File: src/ow_rpd_pkg.sv
package ow_rpd_pkg;

  // Command codes carried in the func field of an input word.
  localparam logic [1:0] FUNC_TICK  = 2'd0;
  localparam logic [1:0] FUNC_START = 2'd1;
  localparam logic [1:0] FUNC_ABORT = 2'd2;

  // Final status codes.
  localparam logic [1:0] STATUS_PRESENT  = 2'd0;
  localparam logic [1:0] STATUS_ABSENT   = 2'd1;
  localparam logic [1:0] STATUS_LINE_ERR = 2'd2;
  localparam logic [1:0] STATUS_ABORTED  = 2'd3;

  // Configuration register indexes.
  localparam logic [2:0] REG_RESET_LOW  = 3'd0;
  localparam logic [2:0] REG_LISTEN     = 3'd1;
  localparam logic [2:0] REG_MIN_DELAY  = 3'd2;
  localparam logic [2:0] REG_MAX_DELAY  = 3'd3;
  localparam logic [2:0] REG_MIN_WIDTH  = 3'd4;
  localparam logic [2:0] REG_MAX_WIDTH  = 3'd5;
  localparam logic [2:0] REG_ATTEMPTS   = 3'd6;
  localparam logic [2:0] REG_RETRY_GAP  = 3'd7;

  // Register values after reset.
  localparam logic [9:0]  RESET_LOW_DEFAULT = 10'd500;
  localparam logic [11:0] LISTEN_DEFAULT    = 12'd1000;
  localparam logic [9:0]  MIN_DELAY_DEFAULT = 10'd10;
  localparam logic [9:0]  MAX_DELAY_DEFAULT = 10'd100;
  localparam logic [9:0]  MIN_WIDTH_DEFAULT = 10'd40;
  localparam logic [9:0]  MAX_WIDTH_DEFAULT = 10'd300;
  localparam logic [2:0]  ATTEMPTS_DEFAULT  = 3'd3;
  localparam logic [19:0] RETRY_GAP_DEFAULT = 20'd500000;

  // Sequencer phases.
  typedef enum logic [4:0] {
    PH_IDLE   = 5'b00001,
    PH_CHECK  = 5'b00010,
    PH_LOW    = 5'b00100,
    PH_LISTEN = 5'b01000,
    PH_GAP    = 5'b10000
  } phase_t;

  // Input word.
  typedef struct packed {
    logic [1:0] func;
    logic       line_level;
  } cmd_t;

  // Result word.
  typedef struct packed {
    logic       drive_low;
    logic       report_valid;
    logic [2:0] attempt_number;
    logic       low_confirmed;
    logic       presence_found;
    logic [5:0] level_count;
    logic       done_res;
    logic [1:0] status;
  } res_t;

endpackage

File: src/onewire_reset_presence_detector_core.sv
// Latency: the result word for an input word is valid in the cycle after it is accepted.
// Throughput: one word per cycle; the sequencer state and the result register are
// updated in the same single pass, so only a stalled, full result register holds input.
// Reset: synchronous, active high; clears the sequencer to idle and loads the
// configuration registers with their default values.
module onewire_reset_presence_detector_core #(
  parameter int MAX_LEVELS = 32
) (
  input  logic               clk,
  input  logic               rst,
  input  logic               cmd_valid,
  output logic               cmd_stall,
  input  ow_rpd_pkg::cmd_t   cmd,
  output logic               res_valid,
  input  logic               res_stall,
  output ow_rpd_pkg::res_t   res,
  input  logic               cfg_valid,
  output logic               cfg_ready,
  input  logic [2:0]         cfg_index,
  input  logic [19:0]        cfg_data
);
  import ow_rpd_pkg::*;

  localparam int LW = $clog2(MAX_LEVELS + 1);

  // Configuration registers.
  logic [9:0]  reset_low_ticks;
  logic [11:0] listen_ticks;
  logic [9:0]  min_delay_ticks;
  logic [9:0]  max_delay_ticks;
  logic [9:0]  min_width_ticks;
  logic [9:0]  max_width_ticks;
  logic [2:0]  max_attempts;
  logic [19:0] retry_gap_ticks;

  // Sequencer state.
  phase_t      phase, phase_next;
  logic [19:0] tick_count, tick_count_next;
  logic [2:0]  attempt_count, attempt_count_next;
  logic [LW-1:0] levels_seen, levels_seen_next;
  logic        previous_level, previous_level_next;
  logic [11:0] fall_time, fall_time_next;
  logic        fall_delay_ok, fall_delay_ok_next;
  logic        attempt_presence, attempt_presence_next;
  logic        low_seen, low_seen_next;
  logic        any_presence, any_presence_next;

  res_t        res_next;
  logic        accept;
  logic        lvl;
  logic [19:0] tick_inc;
  logic [19:0] width;
  logic [20:0] tick_plus;
  logic        found;

  // The result register is the only buffer; input waits only when it is full and held.
  assign cmd_stall = res_valid && res_stall;
  assign accept    = cmd_valid && !cmd_stall;
  assign cfg_ready = 1'b1;

  assign lvl       = cmd.line_level;
  assign tick_inc  = tick_count + 20'd1;
  assign tick_plus = {1'b0, tick_count} + 21'd1;
  assign width     = tick_count - {8'd0, fall_time};

  // Configuration writes.
  always_ff @(posedge clk) begin
    if (rst) begin
      reset_low_ticks <= RESET_LOW_DEFAULT;
      listen_ticks    <= LISTEN_DEFAULT;
      min_delay_ticks <= MIN_DELAY_DEFAULT;
      max_delay_ticks <= MAX_DELAY_DEFAULT;
      min_width_ticks <= MIN_WIDTH_DEFAULT;
      max_width_ticks <= MAX_WIDTH_DEFAULT;
      max_attempts    <= ATTEMPTS_DEFAULT;
      retry_gap_ticks <= RETRY_GAP_DEFAULT;
    end else if (cfg_valid && cfg_ready) begin
      unique case (cfg_index)
        REG_RESET_LOW: reset_low_ticks <= cfg_data[9:0];
        REG_LISTEN:    listen_ticks    <= cfg_data[11:0];
        REG_MIN_DELAY: min_delay_ticks <= cfg_data[9:0];
        REG_MAX_DELAY: max_delay_ticks <= cfg_data[9:0];
        REG_MIN_WIDTH: min_width_ticks <= cfg_data[9:0];
        REG_MAX_WIDTH: max_width_ticks <= cfg_data[9:0];
        REG_ATTEMPTS:  max_attempts    <= cfg_data[2:0];
        REG_RETRY_GAP: retry_gap_ticks <= cfg_data;
        default: ;
      endcase
    end
  end

  // Next state and result word for the word on the input.
  always_comb begin
    phase_next            = phase;
    tick_count_next       = tick_count;
    attempt_count_next    = attempt_count;
    levels_seen_next      = levels_seen;
    previous_level_next   = previous_level;
    fall_time_next        = fall_time;
    fall_delay_ok_next    = fall_delay_ok;
    attempt_presence_next = attempt_presence;
    low_seen_next         = low_seen;
    any_presence_next     = any_presence;
    res_next              = '0;
    found                 = 1'b0;

    unique case (cmd.func)
      FUNC_START: begin
        if (phase == PH_IDLE) begin
          attempt_count_next = 3'd0;
          any_presence_next  = 1'b0;
          tick_count_next    = 20'd0;
          phase_next         = PH_CHECK;
        end
      end
      FUNC_ABORT: begin
        if (phase != PH_IDLE) begin
          phase_next        = PH_IDLE;
          res_next.done_res = 1'b1;
          res_next.status   = STATUS_ABORTED;
        end
      end
      FUNC_TICK: begin
        unique case (phase)
          PH_CHECK: begin
            // The idle line must read high before a reset pulse is sent.
            if (!lvl) begin
              phase_next        = PH_IDLE;
              res_next.done_res = 1'b1;
              res_next.status   = STATUS_LINE_ERR;
            end else begin
              attempt_count_next = attempt_count + 3'd1;
              tick_count_next    = 20'd0;
              phase_next         = PH_LOW;
            end
          end
          PH_LOW: begin
            // The last tick of the pulse samples the confirmation and releases.
            tick_count_next = tick_inc;
            if (tick_inc >= {10'd0, reset_low_ticks}) begin
              low_seen_next    = !lvl;
              tick_count_next  = 20'd0;
              levels_seen_next = '0;
              phase_next       = PH_LISTEN;
            end
          end
          PH_LISTEN: begin
            // Record the release level, then watch edges for the presence pulse.
            if (levels_seen == '0) begin
              previous_level_next   = lvl;
              levels_seen_next      = LW'(1);
              fall_delay_ok_next    = 1'b0;
              attempt_presence_next = 1'b0;
            end else if (lvl != previous_level) begin
              if (!lvl) begin
                fall_time_next     = tick_count[11:0];
                fall_delay_ok_next = (tick_count >= {10'd0, min_delay_ticks}) &&
                                     (tick_count <= {10'd0, max_delay_ticks});
              end else if (fall_delay_ok) begin
                if ((tick_count >= {8'd0, fall_time}) &&
                    (width >= {10'd0, min_width_ticks}) &&
                    (width <= {10'd0, max_width_ticks})) begin
                  attempt_presence_next = 1'b1;
                end
                fall_delay_ok_next = 1'b0;
              end
              levels_seen_next    = levels_seen + LW'(1);
              previous_level_next = lvl;
            end

            if ((tick_plus < {9'd0, listen_ticks}) &&
                (levels_seen_next < LW'(MAX_LEVELS))) begin
              tick_count_next = tick_inc;
            end else begin
              // End of the window: report this attempt.
              found = attempt_presence_next && low_seen;
              if (found) begin
                any_presence_next = 1'b1;
              end
              res_next.report_valid   = 1'b1;
              res_next.attempt_number = attempt_count;
              res_next.low_confirmed  = low_seen;
              res_next.presence_found = found;
              res_next.level_count    = 6'(levels_seen_next);
              if (!low_seen) begin
                phase_next        = PH_IDLE;
                res_next.done_res = 1'b1;
                res_next.status   = STATUS_LINE_ERR;
              end else if (attempt_count >= max_attempts) begin
                phase_next        = PH_IDLE;
                res_next.done_res = 1'b1;
                res_next.status   = (any_presence || found) ? STATUS_PRESENT : STATUS_ABSENT;
              end else begin
                tick_count_next = 20'd0;
                phase_next      = (retry_gap_ticks == 20'd0) ? PH_CHECK : PH_GAP;
              end
            end
          end
          PH_GAP: begin
            tick_count_next = tick_inc;
            if (tick_inc >= retry_gap_ticks) begin
              tick_count_next = 20'd0;
              phase_next      = PH_CHECK;
            end
          end
          default: ;
        endcase
      end
      default: ;
    endcase

    res_next.drive_low = (phase_next == PH_LOW);
  end

  // Sequencer state registers.
  always_ff @(posedge clk) begin
    if (rst) begin
      phase            <= PH_IDLE;
      tick_count       <= 20'd0;
      attempt_count    <= 3'd0;
      levels_seen      <= '0;
      previous_level   <= 1'b1;
      fall_time        <= 12'd0;
      fall_delay_ok    <= 1'b0;
      attempt_presence <= 1'b0;
      low_seen         <= 1'b0;
      any_presence     <= 1'b0;
    end else if (accept) begin
      phase            <= phase_next;
      tick_count       <= tick_count_next;
      attempt_count    <= attempt_count_next;
      levels_seen      <= levels_seen_next;
      previous_level   <= previous_level_next;
      fall_time        <= fall_time_next;
      fall_delay_ok    <= fall_delay_ok_next;
      attempt_presence <= attempt_presence_next;
      low_seen         <= low_seen_next;
      any_presence     <= any_presence_next;
    end
  end

  // Result register: one result word for every accepted input word.
  always_ff @(posedge clk) begin
    if (rst) begin
      res_valid <= 1'b0;
    end else if (accept) begin
      res_valid <= 1'b1;
    end else if (!res_stall) begin
      res_valid <= 1'b0;
    end
  end

  always_ff @(posedge clk) begin
    if (accept) begin
      res <= res_next;
    end
  end

endmodule

File: config.mk
export PLATFORM = sky130hd
export DESIGN_NAME = onewire_reset_presence_detector_core
export DESIGN_NICKNAME = d
export VERILOG_FILES = /design/src/ow_rpd_pkg.sv /design/src/onewire_reset_presence_detector_core.sv
export SDC_FILE = /design/constraint.sdc
export NUM_CORES = 1
export LEC_CHECK = 0
export BUFFER_PORTS_ARGS = -buffer_cell sky130_fd_sc_hd__buf_2
export CAP_MARGIN = 10
export CORE_ASPECT_RATIO = 1.2
export CORE_UTILIZATION = 56
export DETAILED_ROUTE_END_ITERATION = 10
export PLACE_DENSITY = 0.77
export REMOVE_ABC_BUFFERS = 1
export SETUP_SLACK_MARGIN = 0.2
export SLEW_MARGIN = 30
export SYNTH_ARGS = -nofsm -noshare
export SYNTH_HDL_FRONTEND = slang
export SYNTH_SLANG_ARGS = --single-unit
File: constraint.sdc
create_clock -name clk -period 4.3 [get_ports clk]
set_input_delay 0 -clock clk [delete_from_list [all_inputs] [get_ports clk]]
set_output_delay 0 -clock clk [all_outputs]
set_load 0.05 [all_outputs]
==> flow_summary.ini, run 1 <==
[run]
maxCapViolCount = 0

[sta]
worst_pin_slew_ns = 0.7421
ratio_of_final_minimum_period_to_clock_period = 0.9598
layout_min_cycle_time_ns = 4.127
fmaxAchievable_ghz = 0.2423
rsz0062_at_grt = yes
report.final.setup_viol = 0
final_hold_violation_count = 0
relSlewSlack = 0.5053
final-max-slew-violation-count = 0
finalSetupTns_ns = 0
worst_clk_skew_ns = 0.007911

[place]
place.port_buffers = 48
detailed_place_hpwl_um = 18560
gp_routability_congestion = 0.9572
numPlacedInstances = 1477

[power]
p_leak_nw = 4.883
proportion_of_power_drawn_by_flip_flops_and_latches = 0.449
combinationalPowerShare = 0.083
power-per-cell-area_mw_per_mm2 = 289.2
cellInternalPower_mw = 2.507
worst_ir_drop_vdd_mv = 0.2593
power_switching_share = 0.2464
clkPwrFrac = 0.468
power.switching_uw = 819.8

[drt]
vias_per_cell = 5.987
drt-total-wl_um = 26620
final_antenna_net_count = 0
vias = 9232
post_drt_wl_per_cell_um = 17.26
route.detailed.drc = 0
detail_route.iter0.violations = 790
detail_route.first_pass.iterations = 5

[floorplanning]
dieArea_sq_mm = 0.01816
dieHeight_um = 147.4
row_count = 52
core_area_sq_mm = 0.01705
horizontal_die_dimension_um = 123.2
floorplan.initialDensity = 0.5789
floorplan.io_pins = 50

[cts]
clk-insertion-delay-late_ns = 0.43
cts-root-buf = clkbuf_16
clock_tree_from_tritoncts = done
clock_sinks = 153
clockBufferDepth = 2
worst_setup_hold_path_clk_slew_ns = 0.06
h-tree-depth = 4
number_of_buffers_inserted_during_clock_tree_synthesis = 17

[finish]
final_std_cells_w_o_fill = 1542
final_layout_size_suffix_gt1_frac = 0.1403
syn2layout_area_growth_pct = 16.58
num_antenna_cells = 0
final_nets = 1446

[logic_synthesis]
yosys_register_bits = 153
syn_area_sq_mm = 0.009868
yosysWarnings = 0
avgSynthCellArea_sq_um = 7.984
netlist_top_cells_area = dfxtp_1 (28%), ha_1 (13%), nand2_1 (6.9%)
synth-seq-area-share = 0.3266
synth_enable_flop_cells = 16
synth_largest_area_cell = dfxtp_1
synthArstFlopShare = 0
ys.flop_type = dfxtp_1
synth_top_cell_area_share = 0.2779
synth.lib_cells_used.distinct = 77
yosysMostFrequentCell = nand2_1
yosys-top-cells-count = nand2_1 (182), dfxtp_1 (137), nor2_1 (115)
postSynthCellCount = 1236

[status]
status = complete, no violations

[critical_path]
regToRegSetupSlack_ns = 0.17
worstPathArrival_ns = 4.31
worst-path-max-fanout = 4
req_time_crit_path_ns = 4.48
worstSetupPathType = reg2reg
element_type_at_the_critical_path_start = register
crit_path_end_kind = register

[global_routing]
globalRouteTotalUtil = 0.2972
grt_antenna_before_repair = 0
grt_first_pass_wirelength_um = 41920
grt_pass1_vias = 8684
grt.overflow.total = 0
largest_net_degree_at_the_start_of_global_routing = 99

[hold_path]
holdCritPathClass = in2reg
## power by group through the flow
stage | Combinational (mW) | Clock (mW) | Sequential [mW]
global placement | 0.246 | 0 | 1.52
detailed placement | 0.251 | 0 | 1.52
CTS | 0.271 | 1.57 | 1.49
finish | 0.275 | 1.56 | 1.49
floorplan | 0.120 | 0 | 1.55
global route | 0.301 | 1.63 | 1.50
## cells by family after synthesis
family | after synthesis | share of synthesized area
and+or+nand+nor | 465 | 0.2252
adders and majority gates | 101 | 0.1288
other | 1 | 0.0003800
xor gates and xnor gates | 32 | 0.02840
DFF | 153 | 0.3266
muxes | 22 | 0.02244
AOI/OAI and AO/OA | 282 | 0.1956
buffers and inverters | 180 | 0.07252
## metal layers
metal | track usage | wire, um
met1 | 0.3509 | 11060
met2 | 0.5190 | 13380
met3 | 0.05633 | 1331
met4 | 0.1247 | 853
met5 | 0 | 0
## timing repair
item,CTS,global route
resized for setup,6,32
buffers inserted,1,6
endpoints found under the hold margin,86,0
pin swaps,1,13
setup endpoints to repair,21,41
hold buffers,26,0
## metrics by stage
| stage | area, sq um | total power [mW] | util | worst slack, ns | hold WS (ns) |
|---|---|---|---|---|---|
| 6_report | 11500 | 3.327 | 0.6749 | 0.1731 | 0.04264 |
| 5_1_grt | 11500 | 3.430 | 0.6749 | 0.01461 | 0.06304 |
| 3_3_place_gp | 10430 | 1.769 | 0.6116 | 0.1348 | 0.2128 |
| 2_1_floorplan | 9580 | 1.669 | - | 0.2028 | 0.06465 |
| 4_1_cts | 11320 | 3.334 | 0.6641 | 0.1955 | 0.02850 |
| 3_5_place_dp | 10430 | 1.775 | 0.6120 | 0.08084 | 0.2186 |
## critical path, stage by stage, from the launching register on
cell and delay [ns]:
dfxtp_2 0.33, inv_2 0.08, ha_4 0.14, inv_2 0.04, fa_2 0.35, a21oi_2 0.21
o21ai_2 0.09, a31o_2 0.27, a21oi_4 0.17, xnor2_2 0.09, ha_2 0.32, o21a_1 0.10
o22ai_1 0.07, nor4_1 0.23, nand4_1 0.12, or4_4 0.50, a2111oi_4 0.34, a32oi_2 0.20
a31o_2 0.23
## state kept, by name, indices dropped and copies added (netlist names), 12 cells and up
name,cells
retry_gap_ticks,20
res,16
listen_ticks,12
fall_time,12
tick_count,20
## final timing paths
check | start | to | depth (start not counted)
hold reg to reg | min_delay_ticks[6] | min_delay_ticks[6] | 2
setup / recovery | tick_count[0] | res[0] | 18
hold / removal | cmd[1] | attempt_count[0] | 4
setup reg to reg | tick_count[0] | res[0] | 18
## final cells by class
class / count / area (sq um)
timing repair buffer: 125 / 893.4
clock inverter: 12 / 146.4
sequential: 153 / 3233
tap: 216 / 270.3
clock buffer: 19 / 454.2
inverter: 114 / 427.9
multi-input combinational: 903 / 6080
fill: 1367 / 5542
## layout by cell type, fill, tap and decap left out, types with 17 or more instances in the layout
master / count
inv_1: 111
mux2i_1: 21
buf_4: 50
o21ai_0: 34
nand3_1: 23
a211o_1: 26
o2111ai_1: 17
nand4_1: 18
a21oi_1: 88
nand2_1: 182
dlygate4sd3_1: 26
xnor2_1: 20
nor2_1: 113
buf_2: 47
nor3_1: 18
ha_1: 94
clkbuf_16: 18
o211ai_1: 18
dfxtp_1: 129
(Power assumes the default switching activity.)
==> run 2: changes to the inputs <==
- SETUP_SLACK_MARGIN: 0.2 -> 0.3
==> run 2 against run 1 <==
Net effect: clock power is essentially flat; critical endpoint unchanged; largest cell class unchanged; die area unchanged; critical path type unchanged; global-route usage up 0.065 points; sequential cell count is the same.
==> flow_summary.ini, run 2 (same netlist as run 1, synthesis figures left out) <==
[critical_path]
worst_path_dominant_cell_family = compound AO/OA/AOI/OAI gates
cp.depth = 18
worstSetupPathType = reg2reg
worst-path-max-fanout = 4
crit_path_end_kind = register
worstPathCellList = inv_2, ha_4, inv_2, fa_2, a21oi_2, o21ai_2, a31o_2, a21oi_4, xnor2_2, ha_2, o21a_1, o22ai_1, nor4_1, nand4_1, or4_4, a2111oi_4, a32oi_2, a31o_2
req_time_crit_path_ns = 4.49
worst_path_bufs_invs = 2
element_type_at_the_critical_path_start = register
worst_r2r_path_depth = 18
cpPeakStageDelay_ns = 0.50
cpMaxStageDelayCell = or4_4
worstPathArrival_ns = 4.18

[finish]
final_layout_size_suffix_gt1_frac = 0.1381
largest_registers = retry_gap_ticks (20), tick_count (20), res (16)
final_nets = 1445
final_std_cells_w_o_fill = 1541
final_common_cell = nand2_1
syn2layout_area_growth_pct = 16.60
most-common-layout-cells = nand2_1 (182), dfxtp_1 (131), nor2_1 (113)
num_antenna_cells = 0

[floorplanning]
dieHeight_um = 147.4
dieArea_sq_mm = 0.01816
floorplan.initialDensity = 0.5789
horizontal_die_dimension_um = 123.2
row_count = 52
core_area_sq_mm = 0.01705
floorplan.io_pins = 50

[drt]
detail_route.iter0.violations = 741
vias = 9162
post_drt_wl_per_cell_um = 17.28
final_antenna_net_count = 0
route.detailed.drc = 0
drt-total-wl_um = 26630
detail_route.first_pass.iterations = 7
vias_per_cell = 5.945

[cts]
clock_sinks = 153
clockBufferDepth = 2
clk-insertion-delay-late_ns = 0.43
h-tree-depth = 4
clock_tree_from_tritoncts = done
cts-root-buf = clkbuf_16
worst_setup_hold_path_clk_slew_ns = 0.06
number_of_buffers_inserted_during_clock_tree_synthesis = 17

[power]
p_leak_nw = 4.904
worst_ir_drop_vdd_mv = 0.2606
power-per-cell-area_mw_per_mm2 = 289.4

[hold_path]
whs_path_depth = 4
holdCritPathClass = in2reg

[sta]
final-max-slew-violation-count = 0
worst_clk_skew_ns = 0.008113
rsz0062_at_grt = yes
report.final.setup_viol = 0
worst_pin_slew_ns = 0.7511
ratio_of_final_minimum_period_to_clock_period = 0.9283
layout_min_cycle_time_ns = 3.992
finalSetupTns_ns = 0
relSlewSlack = 0.4993
final_hold_violation_count = 0
fmaxAchievable_ghz = 0.2505

[global_routing]
grt.overflow.total = 0
grt_pass1_vias = 8717
largest_net_degree_at_the_start_of_global_routing = 99
globalRouteTotalUtil = 0.2978
grt_antenna_before_repair = 0
grt_first_pass_wirelength_um = 41960

[run]
maxCapViolCount = 0

[place]
gp_routability_congestion = 0.9572
detailed_place_hpwl_um = 18560
place.port_buffers = 48
numPlacedInstances = 1477

[status]
status = complete, no violations
-- run 2: tightest hold or removal path, delay by kind of cell --
family                 cells  cell delay [ns]
AO/OA/AOI/OAI              2             0.19
buffers and inverters      1             0.18
AND/OR/NAND/NOR            1             0.07
-- run 2: final timing paths --
| kind | start | to | slack (ns) |
|---|---|---|---|
| max | tick_count[0] | res[0] | 0.31 |
| min reg2reg | min_delay_ticks[6] | min_delay_ticks[6] | 0.45 |
| max reg2reg | tick_count[0] | res[0] | 0.31 |
| min | cmd[1] | attempt_count[2] | 0.04 |
-- run 2: per-stage QoR --
step | cell area (sq um) | hold WS (ns) | power [mW] | util | worst slack [ns]
detailed placement | 10430 | 0.2186 | 1.775 | 0.6120 | 0.08084
finish | 11510 | 0.03890 | 3.330 | 0.6750 | 0.3084
floorplan | 9580 | 0.06465 | 1.669 | - | 0.2028
global route | 11510 | 0.06367 | 3.431 | 0.6750 | 0.1342
global placement | 10430 | 0.2128 | 1.769 | 0.6116 | 0.1348
CTS | 11330 | 0.02850 | 3.334 | 0.6646 | 0.2265
-- run 2: routing by layer --
metal  GRT usage  vias up  routed length (um)
li1            -     4495                   -
met1      0.3507     4295               10990
met2      0.5190      313               13470
met3     0.05671       59                1413
met4      0.1295        0                 756
met5           0        -                   0
-- run 2: where the power goes --
part	leakage, nW	switching (mW)	total (mW)	internal, mW
clock	0.298	0.619	1.56	0.942
combinational	3.33	0.183	0.276	0.0932
sequential	1.27	0.0203	1.49	1.47
-- run 2: area by class of cell --
type / count / area (sq um)
Multi-Input combinational cell: 903 / 6091
Clock buffer: 19 / 454.2
Clock inverter: 12 / 146.4
Tap cell: 216 / 270.3
Fill cell: 1363 / 5540
Inverter: 114 / 427.9
Timing Repair Buffer: 124 / 885.9
Sequential cell: 153 / 3231
-- run 2: what timing repair did --
action | in CTS | in global routing
pin swaps | 2 | 6
hold buffers | 26 | 0
endpoints found under the setup margin | 24 | 43
endpoints found under the hold margin | 86 | 0
setup buffers | 1 | 5
gates resized for setup | 8 | 30
